### config.mk
export PLATFORM = sky130hd
export DESIGN_NAME = hsv_to_rgb_converter_core
export DESIGN_NICKNAME = d
export VERILOG_FILES = /design/src/sv/h2r_pkg.sv /design/src/sv/h2r_front.sv /design/src/sv/h2r_fifo.sv /design/src/sv/h2r_back.sv /design/src/sv/hsv_to_rgb_converter_core.sv
export SDC_FILE = /design/constraint.sdc
export NUM_CORES = 2
export LEC_CHECK = 0
export ABC_AREA = 1
export BUFFER_PORTS_ARGS = -buffer_cell sky130_fd_sc_hd__buf_2
export CAP_MARGIN = 5
export CORE_ASPECT_RATIO = 1.4
export CORE_MARGIN = 2
export CORE_UTILIZATION = 40
export CTS_BUF_LIST = sky130_fd_sc_hd__clkbuf_2
export CTS_CLUSTER_SIZE = 28
export DETAILED_ROUTE_END_ITERATION = 7
export PLACE_DENSITY_LB_ADDON = 0.2
export SYNTH_ARGS = -nofsm -noshare
export SYNTH_HDL_FRONTEND = slang
export SYNTH_SLANG_ARGS = --single-unit
export TNS_END_PERCENT = 100
### constraint.sdc
create_clock -name clk_i -period 11.5 [get_ports clk_i]
set_input_delay 2.3 -clock clk_i [delete_from_list [all_inputs] [get_ports clk_i]]
set_output_delay 2.3 -clock clk_i [all_outputs]
set_load 0.05 [all_outputs]
### src/sv/h2r_pkg.sv
// Package for the HSV to RGB converter: hue constants, sector codes and the
// per-sector channel weight table. No dependencies.

package h2r_pkg;

  // Hue is a signed count of 1/64 degree.
  localparam int unsigned HUE_W = 16;
  // One 60-degree sector in hue counts.
  localparam int unsigned HUE_SECTOR = 3840;
  // Offset that maps a negative hue onto 0..46079 (2^16 minus two full turns).
  localparam int unsigned HUE_NEG_OFS = 19456;
  // Sectors in two full turns, and sectors in one turn.
  localparam int unsigned HUE_SEGMENTS = 12;
  localparam int unsigned SECTORS = 6;

  // Width of a chroma weight (0..3840).
  localparam int unsigned WEIGHT_W = 12;

  // Sector codes, named after the hue span each one covers.
  localparam logic [2:0] SECT_RY = 3'd0;  // red to yellow
  localparam logic [2:0] SECT_YG = 3'd1;  // yellow to green
  localparam logic [2:0] SECT_GC = 3'd2;  // green to cyan
  localparam logic [2:0] SECT_CB = 3'd3;  // cyan to blue
  localparam logic [2:0] SECT_BM = 3'd4;  // blue to magenta
  localparam logic [2:0] SECT_MR = 3'd5;  // magenta to red

  // Missing chroma per channel, in 1/3840 of chroma: a channel sits at
  // v - c * u / 3840, so u = 0 puts it at v and u = 3840 puts it at m.
  typedef struct packed {
    logic [WEIGHT_W-1:0] r;
    logic [WEIGHT_W-1:0] g;
    logic [WEIGHT_W-1:0] b;
  } weights_t;

  // Channel order per sector; k is the secondary weight inside the sector.
  function automatic weights_t h2r_weights(logic [2:0] sector, logic [WEIGHT_W-1:0] k);
    weights_t u;
    logic [WEIGHT_W-1:0] rest;
    logic [WEIGHT_W-1:0] full;
    full = WEIGHT_W'(HUE_SECTOR);
    rest = full - k;
    unique case (sector)
      SECT_RY: begin
        u.r = '0;   u.g = rest; u.b = full;
      end
      SECT_YG: begin
        u.r = rest; u.g = '0;   u.b = full;
      end
      SECT_GC: begin
        u.r = full; u.g = '0;   u.b = rest;
      end
      SECT_CB: begin
        u.r = full; u.g = rest; u.b = '0;
      end
      SECT_BM: begin
        u.r = rest; u.g = full; u.b = '0;
      end
      default: begin
        u.r = '0;   u.g = full; u.b = rest;
      end
    endcase
    return u;
  endfunction

endpackage

### src/sv/h2r_front.sv
// Front stage of the HSV to RGB converter: accepts an item, wraps the hue,
// finds its sector and weights and clamps s and v. Depends on h2r_pkg.

module h2r_front #(
  parameter int unsigned CHANNEL_FRAC_BITS = 8
) (
  input  logic                                  clk_i,
  input  logic                                  rst_ni,
  input  logic                                  in_valid_i,
  output logic                                  in_ready_o,
  input  logic [h2r_pkg::HUE_W-1:0]             hue_i,
  input  logic [CHANNEL_FRAC_BITS:0]            sat_i,
  input  logic [CHANNEL_FRAC_BITS:0]            bright_i,
  output logic                                  out_valid_o,
  input  logic                                  out_ready_i,
  output logic [$bits(h2r_pkg::weights_t)+2*(CHANNEL_FRAC_BITS+1)-1:0] out_data_o
);

  localparam int unsigned CW = CHANNEL_FRAC_BITS + 1;
  localparam int unsigned TW = h2r_pkg::HUE_W + 1;
  localparam int unsigned QW = $bits(h2r_pkg::weights_t) + 2 * CW;
  localparam logic [CW-1:0] ONE = {1'b1, {CHANNEL_FRAC_BITS{1'b0}}};

  logic [TW-1:0] hue_t;
  logic [3:0] seg;
  logic [TW-1:0] frac_full;
  logic [h2r_pkg::WEIGHT_W-1:0] frac;
  logic [h2r_pkg::WEIGHT_W-1:0] k;
  logic [2:0] sector;
  h2r_pkg::weights_t weights;
  logic [CW-1:0] sat_c;
  logic [CW-1:0] bright_c;
  logic accept;

  logic valid_q, valid_d;
  logic [QW-1:0] data_q;

  // Bring a negative hue up so that every hue lands in 0..46079.
  always_comb begin
    if (hue_i[h2r_pkg::HUE_W-1]) begin
      hue_t = {1'b0, hue_i} - TW'(h2r_pkg::HUE_NEG_OFS);
    end else begin
      hue_t = {1'b0, hue_i};
    end
  end

  // Segment over two turns from independent threshold compares.
  always_comb begin
    seg = '0;
    for (int i = 1; i < h2r_pkg::HUE_SEGMENTS; i++) begin
      if (hue_t >= TW'(i * h2r_pkg::HUE_SECTOR)) begin
        seg = 4'(i);
      end
    end
  end

  // Offset inside the sector, mirrored in odd sectors.
  always_comb begin
    frac_full = hue_t - TW'(seg) * TW'(h2r_pkg::HUE_SECTOR);
    frac      = frac_full[h2r_pkg::WEIGHT_W-1:0];
    if (seg >= 4'(h2r_pkg::SECTORS)) begin
      sector = 3'(seg - 4'(h2r_pkg::SECTORS));
    end else begin
      sector = seg[2:0];
    end
    if (sector[0]) begin
      k = h2r_pkg::WEIGHT_W'(h2r_pkg::HUE_SECTOR) - frac;
    end else begin
      k = frac;
    end
    weights = h2r_pkg::h2r_weights(sector, k);
  end

  // Saturation and value above one are held at one.
  assign sat_c    = (sat_i > ONE) ? ONE : sat_i;
  assign bright_c = (bright_i > ONE) ? ONE : bright_i;

  // Output register: takes a new item while the previous one moves on.
  assign in_ready_o = !valid_q || out_ready_i;
  assign accept     = in_valid_i && in_ready_o;

  always_comb begin
    valid_d = valid_q;
    if (accept) begin
      valid_d = 1'b1;
    end else if (out_ready_i) begin
      valid_d = 1'b0;
    end
  end

  always_ff @(posedge clk_i or negedge rst_ni) begin
    if (!rst_ni) begin
      valid_q <= 1'b0;
    end else begin
      valid_q <= valid_d;
    end
  end

  always_ff @(posedge clk_i) begin
    if (accept) begin
      data_q <= {weights, bright_c, sat_c};
    end
  end

  assign out_valid_o = valid_q;
  assign out_data_o  = data_q;

endmodule

### src/sv/h2r_fifo.sv
// Small register queue between the front and back of the HSV to RGB
// converter. No dependencies.

module h2r_fifo #(
  parameter int unsigned WIDTH = 8,
  parameter int unsigned DEPTH = 4
) (
  input  logic             clk_i,
  input  logic             rst_ni,
  input  logic             push_i,
  input  logic [WIDTH-1:0] push_data_i,
  output logic             full_o,
  input  logic             pop_i,
  output logic [WIDTH-1:0] pop_data_o,
  output logic             empty_o
);

  localparam int unsigned AW = (DEPTH > 1) ? $clog2(DEPTH) : 1;

  logic [WIDTH-1:0] mem_q [DEPTH];
  logic [AW-1:0] wr_ptr_q, wr_ptr_d;
  logic [AW-1:0] rd_ptr_q, rd_ptr_d;
  logic [AW:0] count_q, count_d;
  logic do_push;
  logic do_pop;

  assign full_o     = (count_q == (AW + 1)'(DEPTH));
  assign empty_o    = (count_q == '0);
  assign do_push    = push_i && !full_o;
  assign do_pop     = pop_i && !empty_o;
  assign pop_data_o = mem_q[rd_ptr_q];

  // Pointer and fill count update.
  always_comb begin
    wr_ptr_d = wr_ptr_q;
    rd_ptr_d = rd_ptr_q;
    count_d  = count_q;
    if (do_push) begin
      wr_ptr_d = (wr_ptr_q == AW'(DEPTH - 1)) ? '0 : wr_ptr_q + 1'b1;
    end
    if (do_pop) begin
      rd_ptr_d = (rd_ptr_q == AW'(DEPTH - 1)) ? '0 : rd_ptr_q + 1'b1;
    end
    if (do_push && !do_pop) begin
      count_d = count_q + 1'b1;
    end else if (do_pop && !do_push) begin
      count_d = count_q - 1'b1;
    end
  end

  always_ff @(posedge clk_i or negedge rst_ni) begin
    if (!rst_ni) begin
      wr_ptr_q <= '0;
      rd_ptr_q <= '0;
      count_q  <= '0;
    end else begin
      wr_ptr_q <= wr_ptr_d;
      rd_ptr_q <= rd_ptr_d;
      count_q  <= count_d;
    end
  end

  // Storage needs no reset.
  always_ff @(posedge clk_i) begin
    if (do_push) begin
      mem_q[wr_ptr_q] <= push_data_i;
    end
  end

endmodule

### src/sv/h2r_back.sv
// Back pipeline of the HSV to RGB converter: chroma, weighted chroma, exact
// division by 3840 * 2^F and the output register. Depends on h2r_pkg.

module h2r_back #(
  parameter int unsigned CHANNEL_FRAC_BITS = 8
) (
  input  logic        clk_i,
  input  logic        rst_ni,
  input  logic        in_valid_i,
  output logic        in_ready_o,
  input  logic [$bits(h2r_pkg::weights_t)+2*(CHANNEL_FRAC_BITS+1)-1:0] in_data_i,
  output logic        out_valid_o,
  input  logic        out_ready_i,
  output logic [CHANNEL_FRAC_BITS:0] red_o,
  output logic [CHANNEL_FRAC_BITS:0] green_o,
  output logic [CHANNEL_FRAC_BITS:0] blue_o
);

  localparam int unsigned F   = CHANNEL_FRAC_BITS;
  localparam int unsigned CW  = F + 1;
  localparam int unsigned UW  = h2r_pkg::WEIGHT_W;
  // Chroma v*s is at most 2^2F.
  localparam int unsigned C2W = 2 * F + 1;
  // Weighted chroma c2*u.
  localparam int unsigned PW  = C2W + UW;
  // 3840 * 2^F = 15 * 2^(F+8): shift by F+8 rounding up, then divide by 15.
  localparam int unsigned SH  = F + 8;
  localparam int unsigned NW  = F + 4;
  localparam int unsigned MW  = F + 5;
  localparam int unsigned MULW = NW + MW;
  localparam int unsigned RECIP = ((2 ** SH) + 14) / 15;
  localparam logic [PW-1:0] RND = PW'((2 ** SH) - 1);
  localparam logic [NW-1:0] DIV_BIAS = NW'(14);

  h2r_pkg::weights_t in_w;
  logic [CW-1:0] in_v;
  logic [CW-1:0] in_s;
  logic en;

  // Stage valid flags.
  logic vld1_q, vld2_q, vld3_q, vld4_q, out_vld_q;

  // Stage payloads.
  logic [C2W-1:0] c2_q;
  h2r_pkg::weights_t u1_q;
  logic [CW-1:0] v1_q, v2_q, v3_q, v4_q;
  logic [PW-1:0] p_q [3];
  logic [NW-1:0] n_q [3];
  logic [MULW-1:0] prod_q [3];
  logic [CW-1:0] chan_q [3];

  logic [PW-1:0] p_d [3];
  logic [NW-1:0] n_d [3];
  logic [MULW-1:0] prod_d [3];
  logic [CW-1:0] chan_d [3];

  assign {in_w, in_v, in_s} = in_data_i;

  // The whole pipeline advances unless a result waits at the output.
  assign en         = !out_vld_q || out_ready_i;
  assign in_ready_o = en;

  always_ff @(posedge clk_i or negedge rst_ni) begin
    if (!rst_ni) begin
      vld1_q    <= 1'b0;
      vld2_q    <= 1'b0;
      vld3_q    <= 1'b0;
      vld4_q    <= 1'b0;
      out_vld_q <= 1'b0;
    end else if (en) begin
      vld1_q    <= in_valid_i;
      vld2_q    <= vld1_q;
      vld3_q    <= vld2_q;
      vld4_q    <= vld3_q;
      out_vld_q <= vld4_q;
    end
  end

  // Per-channel arithmetic of stages two to five.
  always_comb begin
    p_d[0] = PW'(c2_q) * PW'(u1_q.r);
    p_d[1] = PW'(c2_q) * PW'(u1_q.g);
    p_d[2] = PW'(c2_q) * PW'(u1_q.b);
    for (int i = 0; i < 3; i++) begin
      logic [PW-1:0] ps;
      ps = p_q[i] + RND;
      // ceil(p / 2^(F+8)) + 14, ready for a floor division by 15
      n_d[i]    = ps[SH+NW-1:SH] + DIV_BIAS;
      prod_d[i] = MULW'(n_q[i]) * MULW'(RECIP);
      chan_d[i] = v4_q - prod_q[i][SH+CW-1:SH];
    end
  end

  always_ff @(posedge clk_i) begin
    if (en) begin
      c2_q <= C2W'(in_v) * C2W'(in_s);
      u1_q <= in_w;
      v1_q <= in_v;
      v2_q <= v1_q;
      v3_q <= v2_q;
      v4_q <= v3_q;
      for (int i = 0; i < 3; i++) begin
        p_q[i]    <= p_d[i];
        n_q[i]    <= n_d[i];
        prod_q[i] <= prod_d[i];
        chan_q[i] <= chan_d[i];
      end
    end
  end

  assign out_valid_o = out_vld_q;
  assign red_o       = chan_q[0];
  assign green_o     = chan_q[1];
  assign blue_o      = chan_q[2];

endmodule

### src/sv/hsv_to_rgb_converter_core.sv
// HSV to RGB converter, top level: front stage, queue and back pipeline.
// Depends on h2r_pkg, h2r_front, h2r_fifo and h2r_back.
//
// Usage:
//   One HSV item in on the s_axis channel, one RGB item out on m_axis.
//   Hue is a signed count of 1/64 degree and is wrapped into one turn;
//   saturation, value and the channels are Q1.F with F = CHANNEL_FRAC_BITS,
//   inputs above one are treated as one, channels are truncated.
//   An accepted item passes the front register, the queue and the five back
//   stages before it reaches m_axis_tvalid. Throughput is one item per cycle
//   while the receiver is ready: the front stage, the four-entry queue and
//   the five-stage back pipeline all take a new item every clock.
//   When the receiver stalls, the back pipeline holds and the queue fills;
//   s_axis_tready drops only once the queue and the front register are full.
//   Reset clears all valid flags and the queue pointers; the block is ready
//   right after reset and needs no clearing pass.

module hsv_to_rgb_converter_core #(
  parameter int unsigned CHANNEL_FRAC_BITS = 8
) (
  input  logic clk_i,
  input  logic rst_ni,
  input  logic s_axis_tvalid,
  output logic s_axis_tready,
  // hue_angle [15:0], saturation, brightness; zero pad to whole bytes
  input  logic [((2*CHANNEL_FRAC_BITS+18+7)/8)*8-1:0] s_axis_tdata,
  output logic m_axis_tvalid,
  input  logic m_axis_tready,
  // red, green, blue (F+1 bits each); zero pad to whole bytes
  output logic [((3*CHANNEL_FRAC_BITS+3+7)/8)*8-1:0] m_axis_tdata
);

  localparam int unsigned F      = CHANNEL_FRAC_BITS;
  localparam int unsigned CW     = F + 1;
  localparam int unsigned HW     = h2r_pkg::HUE_W;
  localparam int unsigned QW     = $bits(h2r_pkg::weights_t) + 2 * CW;
  localparam int unsigned OUT_W  = ((3 * F + 3 + 7) / 8) * 8;
  localparam int unsigned QDEPTH = 4;

  logic fr_valid;
  logic fr_ready;
  logic [QW-1:0] fr_data;
  logic q_full;
  logic q_empty;
  logic [QW-1:0] q_data;
  logic bk_ready;
  logic [CW-1:0] red;
  logic [CW-1:0] green;
  logic [CW-1:0] blue;

  h2r_front #(
    .CHANNEL_FRAC_BITS(CHANNEL_FRAC_BITS)
  ) u_front (
    .clk_i      (clk_i),
    .rst_ni     (rst_ni),
    .in_valid_i (s_axis_tvalid),
    .in_ready_o (s_axis_tready),
    .hue_i      (s_axis_tdata[HW-1:0]),
    .sat_i      (s_axis_tdata[HW+CW-1:HW]),
    .bright_i   (s_axis_tdata[HW+2*CW-1:HW+CW]),
    .out_valid_o(fr_valid),
    .out_ready_i(fr_ready),
    .out_data_o (fr_data)
  );

  assign fr_ready = !q_full;

  h2r_fifo #(
    .WIDTH(QW),
    .DEPTH(QDEPTH)
  ) u_queue (
    .clk_i      (clk_i),
    .rst_ni     (rst_ni),
    .push_i     (fr_valid),
    .push_data_i(fr_data),
    .full_o     (q_full),
    .pop_i      (bk_ready),
    .pop_data_o (q_data),
    .empty_o    (q_empty)
  );

  h2r_back #(
    .CHANNEL_FRAC_BITS(CHANNEL_FRAC_BITS)
  ) u_back (
    .clk_i      (clk_i),
    .rst_ni     (rst_ni),
    .in_valid_i (!q_empty),
    .in_ready_o (bk_ready),
    .in_data_i  (q_data),
    .out_valid_o(m_axis_tvalid),
    .out_ready_i(m_axis_tready),
    .red_o      (red),
    .green_o    (green),
    .blue_o     (blue)
  );

  assign m_axis_tdata = OUT_W'({blue, green, red});

endmodule

==> impl_metrics.xml <==
<?xml version="1.0" encoding="UTF-8"?>
<metrics>
  <group name="timing">
    <metric name="fin_worst_skew" unit="ns">0.0982</metric>
    <metric name="setup_tns" unit="ns">0</metric>
    <metric name="final_period_minus_worst_setup_slack" unit="ns">6.81</metric>
    <metric name="final-hold-violation-count" unit="">0</metric>
    <metric name="min_period_over_period" unit="%">59.3</metric>
    <metric name="drv_slew" unit="">0</metric>
    <metric name="fmax" unit="MHz">147</metric>
    <metric name="grt_setup_unrepaired" unit="">no</metric>
    <metric name="timing.max_slew.rel_slack" unit="%">22.4</metric>
    <metric name="tightest_slew" unit="ns">1.16</metric>
    <metric name="timing.final.setup_violations" unit="">0</metric>
    <metric name="whs" unit="ns">0.425</metric>
  </group>
  <group name="grt">
    <metric name="grt_first_pass_wirelength" unit="um">163000</metric>
    <metric name="grt_pass1_vias" unit="">32400</metric>
    <metric name="grt_antenna_before_repair" unit="">4</metric>
    <metric name="grt-ovfl-total" unit="">0</metric>
    <metric name="gr_util_all_layers" unit="%">17.3</metric>
    <metric name="maximum_number_of_pins_on_one_net_before_global_route_repair" unit="">160</metric>
  </group>
  <group name="critical_path">
    <metric name="reg2reg_depth" unit="">24</metric>
    <metric name="required" unit="ns">12.65</metric>
    <metric name="worst-r2r-setup-slack" unit="ns">4.69</metric>
    <metric name="critical_path.reg2reg.endpoint" unit="">u_back.c2_q[16]</metric>
    <metric name="critical_path_peak_fanout" unit="">50</metric>
    <metric name="worstSetupPathType" unit="">flop to flop</metric>
    <metric name="critPathArrivalTime" unit="ns">7.96</metric>
    <metric name="timing.critical_path.from_type" unit="">flop</metric>
    <metric name="r2r_path_start" unit="">u_queue.rd_ptr_q[1]</metric>
    <metric name="worstSetupEndpointType" unit="">flop</metric>
  </group>
  <group name="layout">
    <metric name="syn_to_final_growth" unit="%">6.67</metric>
    <metric name="regArea" unit="um2">16300</metric>
    <metric name="final_cell_count_no_fill" unit="">6328</metric>
    <metric name="fin_nets" unit="">5741</metric>
    <metric name="num-fill-cells" unit="">11200</metric>
    <metric name="multi_input_comb_area" unit="um2">25700</metric>
    <metric name="drive_above_1_share" unit="%">7.77</metric>
  </group>
  <group name="synthesis">
    <metric name="number_of_synthesized_flops_with_an_enable_pin" unit="">533</metric>
    <metric name="syn-cell-area" unit="um2">46500</metric>
    <metric name="yosysUniqueCellTypes" unit="">47</metric>
    <metric name="synth.avg_cell_area" unit="um2">9.97</metric>
    <metric name="synth-seq-cells" unit="">546</metric>
    <metric name="synth-async-reset-ratio" unit="%">2.38</metric>
    <metric name="synth_cells" unit="">4662</metric>
    <metric name="synth-seq-area-share" unit="%">35.1</metric>
    <metric name="synth-main-ff-cell" unit="">sky130_fd_sc_hd__edfxtp_1</metric>
    <metric name="yosys_warnings" unit="">0</metric>
  </group>
  <group name="route">
    <metric name="avgViaCountPerCell" unit="">4.82</metric>
    <metric name="detailed_routing_iterations_pass_1" unit="">6</metric>
    <metric name="wl" unit="um">98600</metric>
    <metric name="drt_iter0_drc" unit="">1167</metric>
    <metric name="ant_nets" unit="">0</metric>
    <metric name="routed-via-count" unit="">30500</metric>
    <metric name="drc_errors" unit="">0</metric>
    <metric name="route.detailed.wl_per_inst" unit="um">15.6</metric>
  </group>
  <group name="place">
    <metric name="place.gp.congestion" unit="">0.827</metric>
    <metric name="dp.cells" unit="">6082</metric>
    <metric name="detailed_place_hpwl" unit="um">70400</metric>
    <metric name="numPortBuffers" unit="">66</metric>
  </group>
  <group name="clock_network">
    <metric name="cts-htree-levels" unit="">4</metric>
    <metric name="cts_buffers" unit="">138</metric>
    <metric name="clock_path_buffers" unit="">3</metric>
    <metric name="tritoncts" unit="">built</metric>
    <metric name="worstSkewPairLatency" unit="ns">1.42</metric>
    <metric name="clkSlewWorstSetupHoldPaths" unit="ns">0.09</metric>
    <metric name="number_of_clock_sinks" unit="">546</metric>
    <metric name="postCtsSetupBuffers" unit="">0</metric>
    <metric name="cts-root-buf" unit="">sky130_fd_sc_hd__clkbuf_2</metric>
    <metric name="cts_hold_buffers" unit="">0</metric>
    <metric name="post_cts_resized" unit="">0</metric>
  </group>
  <group name="outcome">
    <metric name="outcome" unit="">completed</metric>
  </group>
  <group name="floorplanning">
    <metric name="die_area" unit="um2">119000</metric>
    <metric name="die-width" unit="um">292</metric>
    <metric name="num_io_pins" unit="">78</metric>
    <metric name="core_footprint" unit="um2">116000</metric>
    <metric name="placement_rows" unit="">148</metric>
    <metric name="vertical_die_dimension" unit="um">407</metric>
    <metric name="initial_core_util" unit="%">40.2</metric>
  </group>
  <group name="hold_path">
    <metric name="endpoint_with_the_worst_hold_slack" unit="">u_back.v4_q[7]</metric>
    <metric name="min_path_cells" unit="">0</metric>
    <metric name="holdCritStartpoint" unit="">u_back.v3_q[7]</metric>
    <metric name="min_path_type" unit="">flop to flop</metric>
  </group>
  <group name="run">
    <metric name="drv.max_cap_violation_count" unit="">0</metric>
  </group>
</metrics>
## worst max-delay path by stage
stage / from / end
6_report: u_queue.rd_ptr_q[1] / u_back.c2_q[16]
5_1_grt: u_queue.rd_ptr_q[1] / u_back.c2_q[16]
4_1_cts: u_queue.rd_ptr_q[1] / u_back.c2_q[16]
3_5_place_dp: u_queue.rd_ptr_q[1] / u_back.c2_q[16]
3_3_place_gp: u_queue.rd_ptr_q[1] / u_back.c2_q[16]
2_1_floorplan: m_axis_tready / u_back.vld1_q
## flip-flops by register name, indices dropped and copies added (netlist names), 2 cells and up
signal / flops
u_back.c2_q: 17
u_back.chan_q: 27
u_back.n_q: 36
u_back.p_q: 84
u_back.prod_q: 27
u_back.u1_q: 36
u_back.v1_q: 9
u_back.v2_q: 9
u_back.v3_q: 9
u_back.v4_q: 9
u_front.out_data_o: 54
u_queue.count_q: 3
u_queue.mem_q: 216
u_queue.rd_ptr_q: 2
u_queue.wr_ptr_q: 2
## through the flow
| stage | setup WS (ns) | cell area (um2) | util, % |
|---|---|---|---|
| finish | 4.69 | 49600 | 42.8 |
| global route | 4.06 | 49600 | 42.8 |
| CTS | 4.61 | 49600 | 42.8 |
| detailed placement | 4.68 | 48300 | 41.7 |
| global placement | 4.64 | 48300 | 41.7 |
| floorplan | 3.36 | 46500 | - |
## metal layers
layer	global-route usage (%)	part of all wire (%)	wire [um]
met1	19.4	40	39400
met3	2.87	4.1	4010
met4	7.50	3.7	3600
met5	0	0	0
met2	32.0	52	51500
## logic make-up (layout without fill, tap and decap cells)
family | Yosys count | after routing | share of synthesized area [%]
compound gates | 414 | 414 | 5.06
fa+ha+maj | 975 | 975 | 34.7
buf+inv | 1180 | 1338 | 9.62
simple gates | 1338 | 1338 | 11.6
other cells | 1 | 9 | 0.00807
xor+xnor | 208 | 208 | 3.92
flops | 546 | 546 | 35.1
## layout by cell type, fill, tap and decap left out, types with 7 or more instances in the layout
cell type and count:
sky130_fd_sc_hd__nand4_1 23, sky130_fd_sc_hd__nand2_1 959, sky130_fd_sc_hd__clkbuf_2 190, sky130_fd_sc_hd__buf_2 66, sky130_fd_sc_hd__xor2_1 155, sky130_fd_sc_hd__nor4_1 12
sky130_fd_sc_hd__or2_2 8, sky130_fd_sc_hd__nor2_4 7, sky130_fd_sc_hd__nand3_1 68, sky130_fd_sc_hd__nor2_2 7, sky130_fd_sc_hd__inv_2 10, sky130_fd_sc_hd__o21bai_1 8
sky130_fd_sc_hd__dfrtp_1 12, sky130_fd_sc_hd__buf_4 33, sky130_fd_sc_hd__o22ai_1 36, sky130_fd_sc_hd__clkinv_2 9, sky130_fd_sc_hd__fa_1 522, sky130_fd_sc_hd__a21boi_1 8
sky130_fd_sc_hd__nor3_1 17, sky130_fd_sc_hd__inv_1 988, sky130_fd_sc_hd__clkinv_1 26, sky130_fd_sc_hd__a21o_1 7, sky130_fd_sc_hd__a32oi_1 18, sky130_fd_sc_hd__nor2_1 212
sky130_fd_sc_hd__edfxtp_1 533, sky130_fd_sc_hd__a21oi_1 153, sky130_fd_sc_hd__nand2_2 14, sky130_fd_sc_hd__o21ai_0 138, sky130_fd_sc_hd__xnor2_1 53, sky130_fd_sc_hd__ha_1 453
sky130_fd_sc_hd__o21ai_1 11
## layout make-up
class	instances	area share, %
well taps	1500	3.79
clock inverters	52	0.686
diodes	4	0.0202
inverters	996	7.56
repair buffers	100	1.21
multi-input cells	2940	51.9
flip-flops and latches	546	32.9
clock buffers	190	1.92
## synthesized netlist by cell type (2+ instances only)
master                     instances  area share (%)
sky130_fd_sc_hd__ha_1            453              12
sky130_fd_sc_hd__clkbuf_1        168             1.4
sky130_fd_sc_hd__nor2_1          216             1.7
sky130_fd_sc_hd__xnor2_1          53             1.0
sky130_fd_sc_hd__a32oi_1          18            0.34
sky130_fd_sc_hd__o22ai_1          36            0.48
sky130_fd_sc_hd__nand2_4           3           0.073
sky130_fd_sc_hd__nand2_1         959             7.7
sky130_fd_sc_hd__nand3_2           4           0.086
sky130_fd_sc_hd__edfxtp_1        533              34
sky130_fd_sc_hd__o21ai_2           4           0.075
sky130_fd_sc_hd__buf_1             8           0.065
sky130_fd_sc_hd__a211oi_1          6           0.097
sky130_fd_sc_hd__or2_2             8            0.11
sky130_fd_sc_hd__nor3_1           17            0.18
sky130_fd_sc_hd__fa_1            522              22
sky130_fd_sc_hd__o31ai_1           5           0.081
sky130_fd_sc_hd__nor2_4            3           0.073
sky130_fd_sc_hd__a31oi_1           6           0.081
sky130_fd_sc_hd__nor4_1           12            0.16
sky130_fd_sc_hd__a21oi_1         153             1.6
sky130_fd_sc_hd__o21ai_1          11            0.12
sky130_fd_sc_hd__nand2_2          14            0.19
sky130_fd_sc_hd__a21o_1            7            0.11
sky130_fd_sc_hd__nand3b_1          2           0.032
sky130_fd_sc_hd__o21ai_0         138             1.5
sky130_fd_sc_hd__nor2_2            7           0.094
sky130_fd_sc_hd__nand3_1          68            0.73
sky130_fd_sc_hd__nand4_1          23            0.31
sky130_fd_sc_hd__o21a_1            5           0.081
sky130_fd_sc_hd__inv_2             6           0.048
sky130_fd_sc_hd__inv_1           990             8.0
sky130_fd_sc_hd__a21boi_1          8            0.13
sky130_fd_sc_hd__buf_4             5           0.081
sky130_fd_sc_hd__xor2_1          155             2.9
sky130_fd_sc_hd__a21boi_0          4           0.065
sky130_fd_sc_hd__o21bai_1          8            0.13
sky130_fd_sc_hd__buf_6             3           0.073
sky130_fd_sc_hd__dfrtp_1          13            0.70
## critical path: stages, from the launching register on
cell	delay, ns
sky130_fd_sc_hd__dfrtp_1	0.39
sky130_fd_sc_hd__inv_2	0.37
sky130_fd_sc_hd__buf_4	0.57
sky130_fd_sc_hd__a21oi_1	0.09
sky130_fd_sc_hd__a32oi_1	0.89
sky130_fd_sc_hd__nand2_1	0.19
sky130_fd_sc_hd__fa_1	0.52
sky130_fd_sc_hd__fa_1	0.54
sky130_fd_sc_hd__fa_1	0.51
sky130_fd_sc_hd__fa_1	0.49
sky130_fd_sc_hd__inv_1	0.04
sky130_fd_sc_hd__ha_1	0.32
sky130_fd_sc_hd__a21oi_1	0.14
sky130_fd_sc_hd__and2_1	0.19
sky130_fd_sc_hd__inv_1	0.05
sky130_fd_sc_hd__a21oi_1	0.18
sky130_fd_sc_hd__o21bai_1	0.09
sky130_fd_sc_hd__a21oi_1	0.13
sky130_fd_sc_hd__nor2_1	0.05
sky130_fd_sc_hd__nor2_1	0.13
sky130_fd_sc_hd__o21ai_0	0.10
sky130_fd_sc_hd__a21oi_1	0.20
sky130_fd_sc_hd__o21ai_0	0.10
sky130_fd_sc_hd__a21oi_1	0.15
sky130_fd_sc_hd__xor2_1	0.08
Power is left out: the tool's default activity adds up to more than one toggle a clock period on the data nets, which glitch-free logic cannot reach.
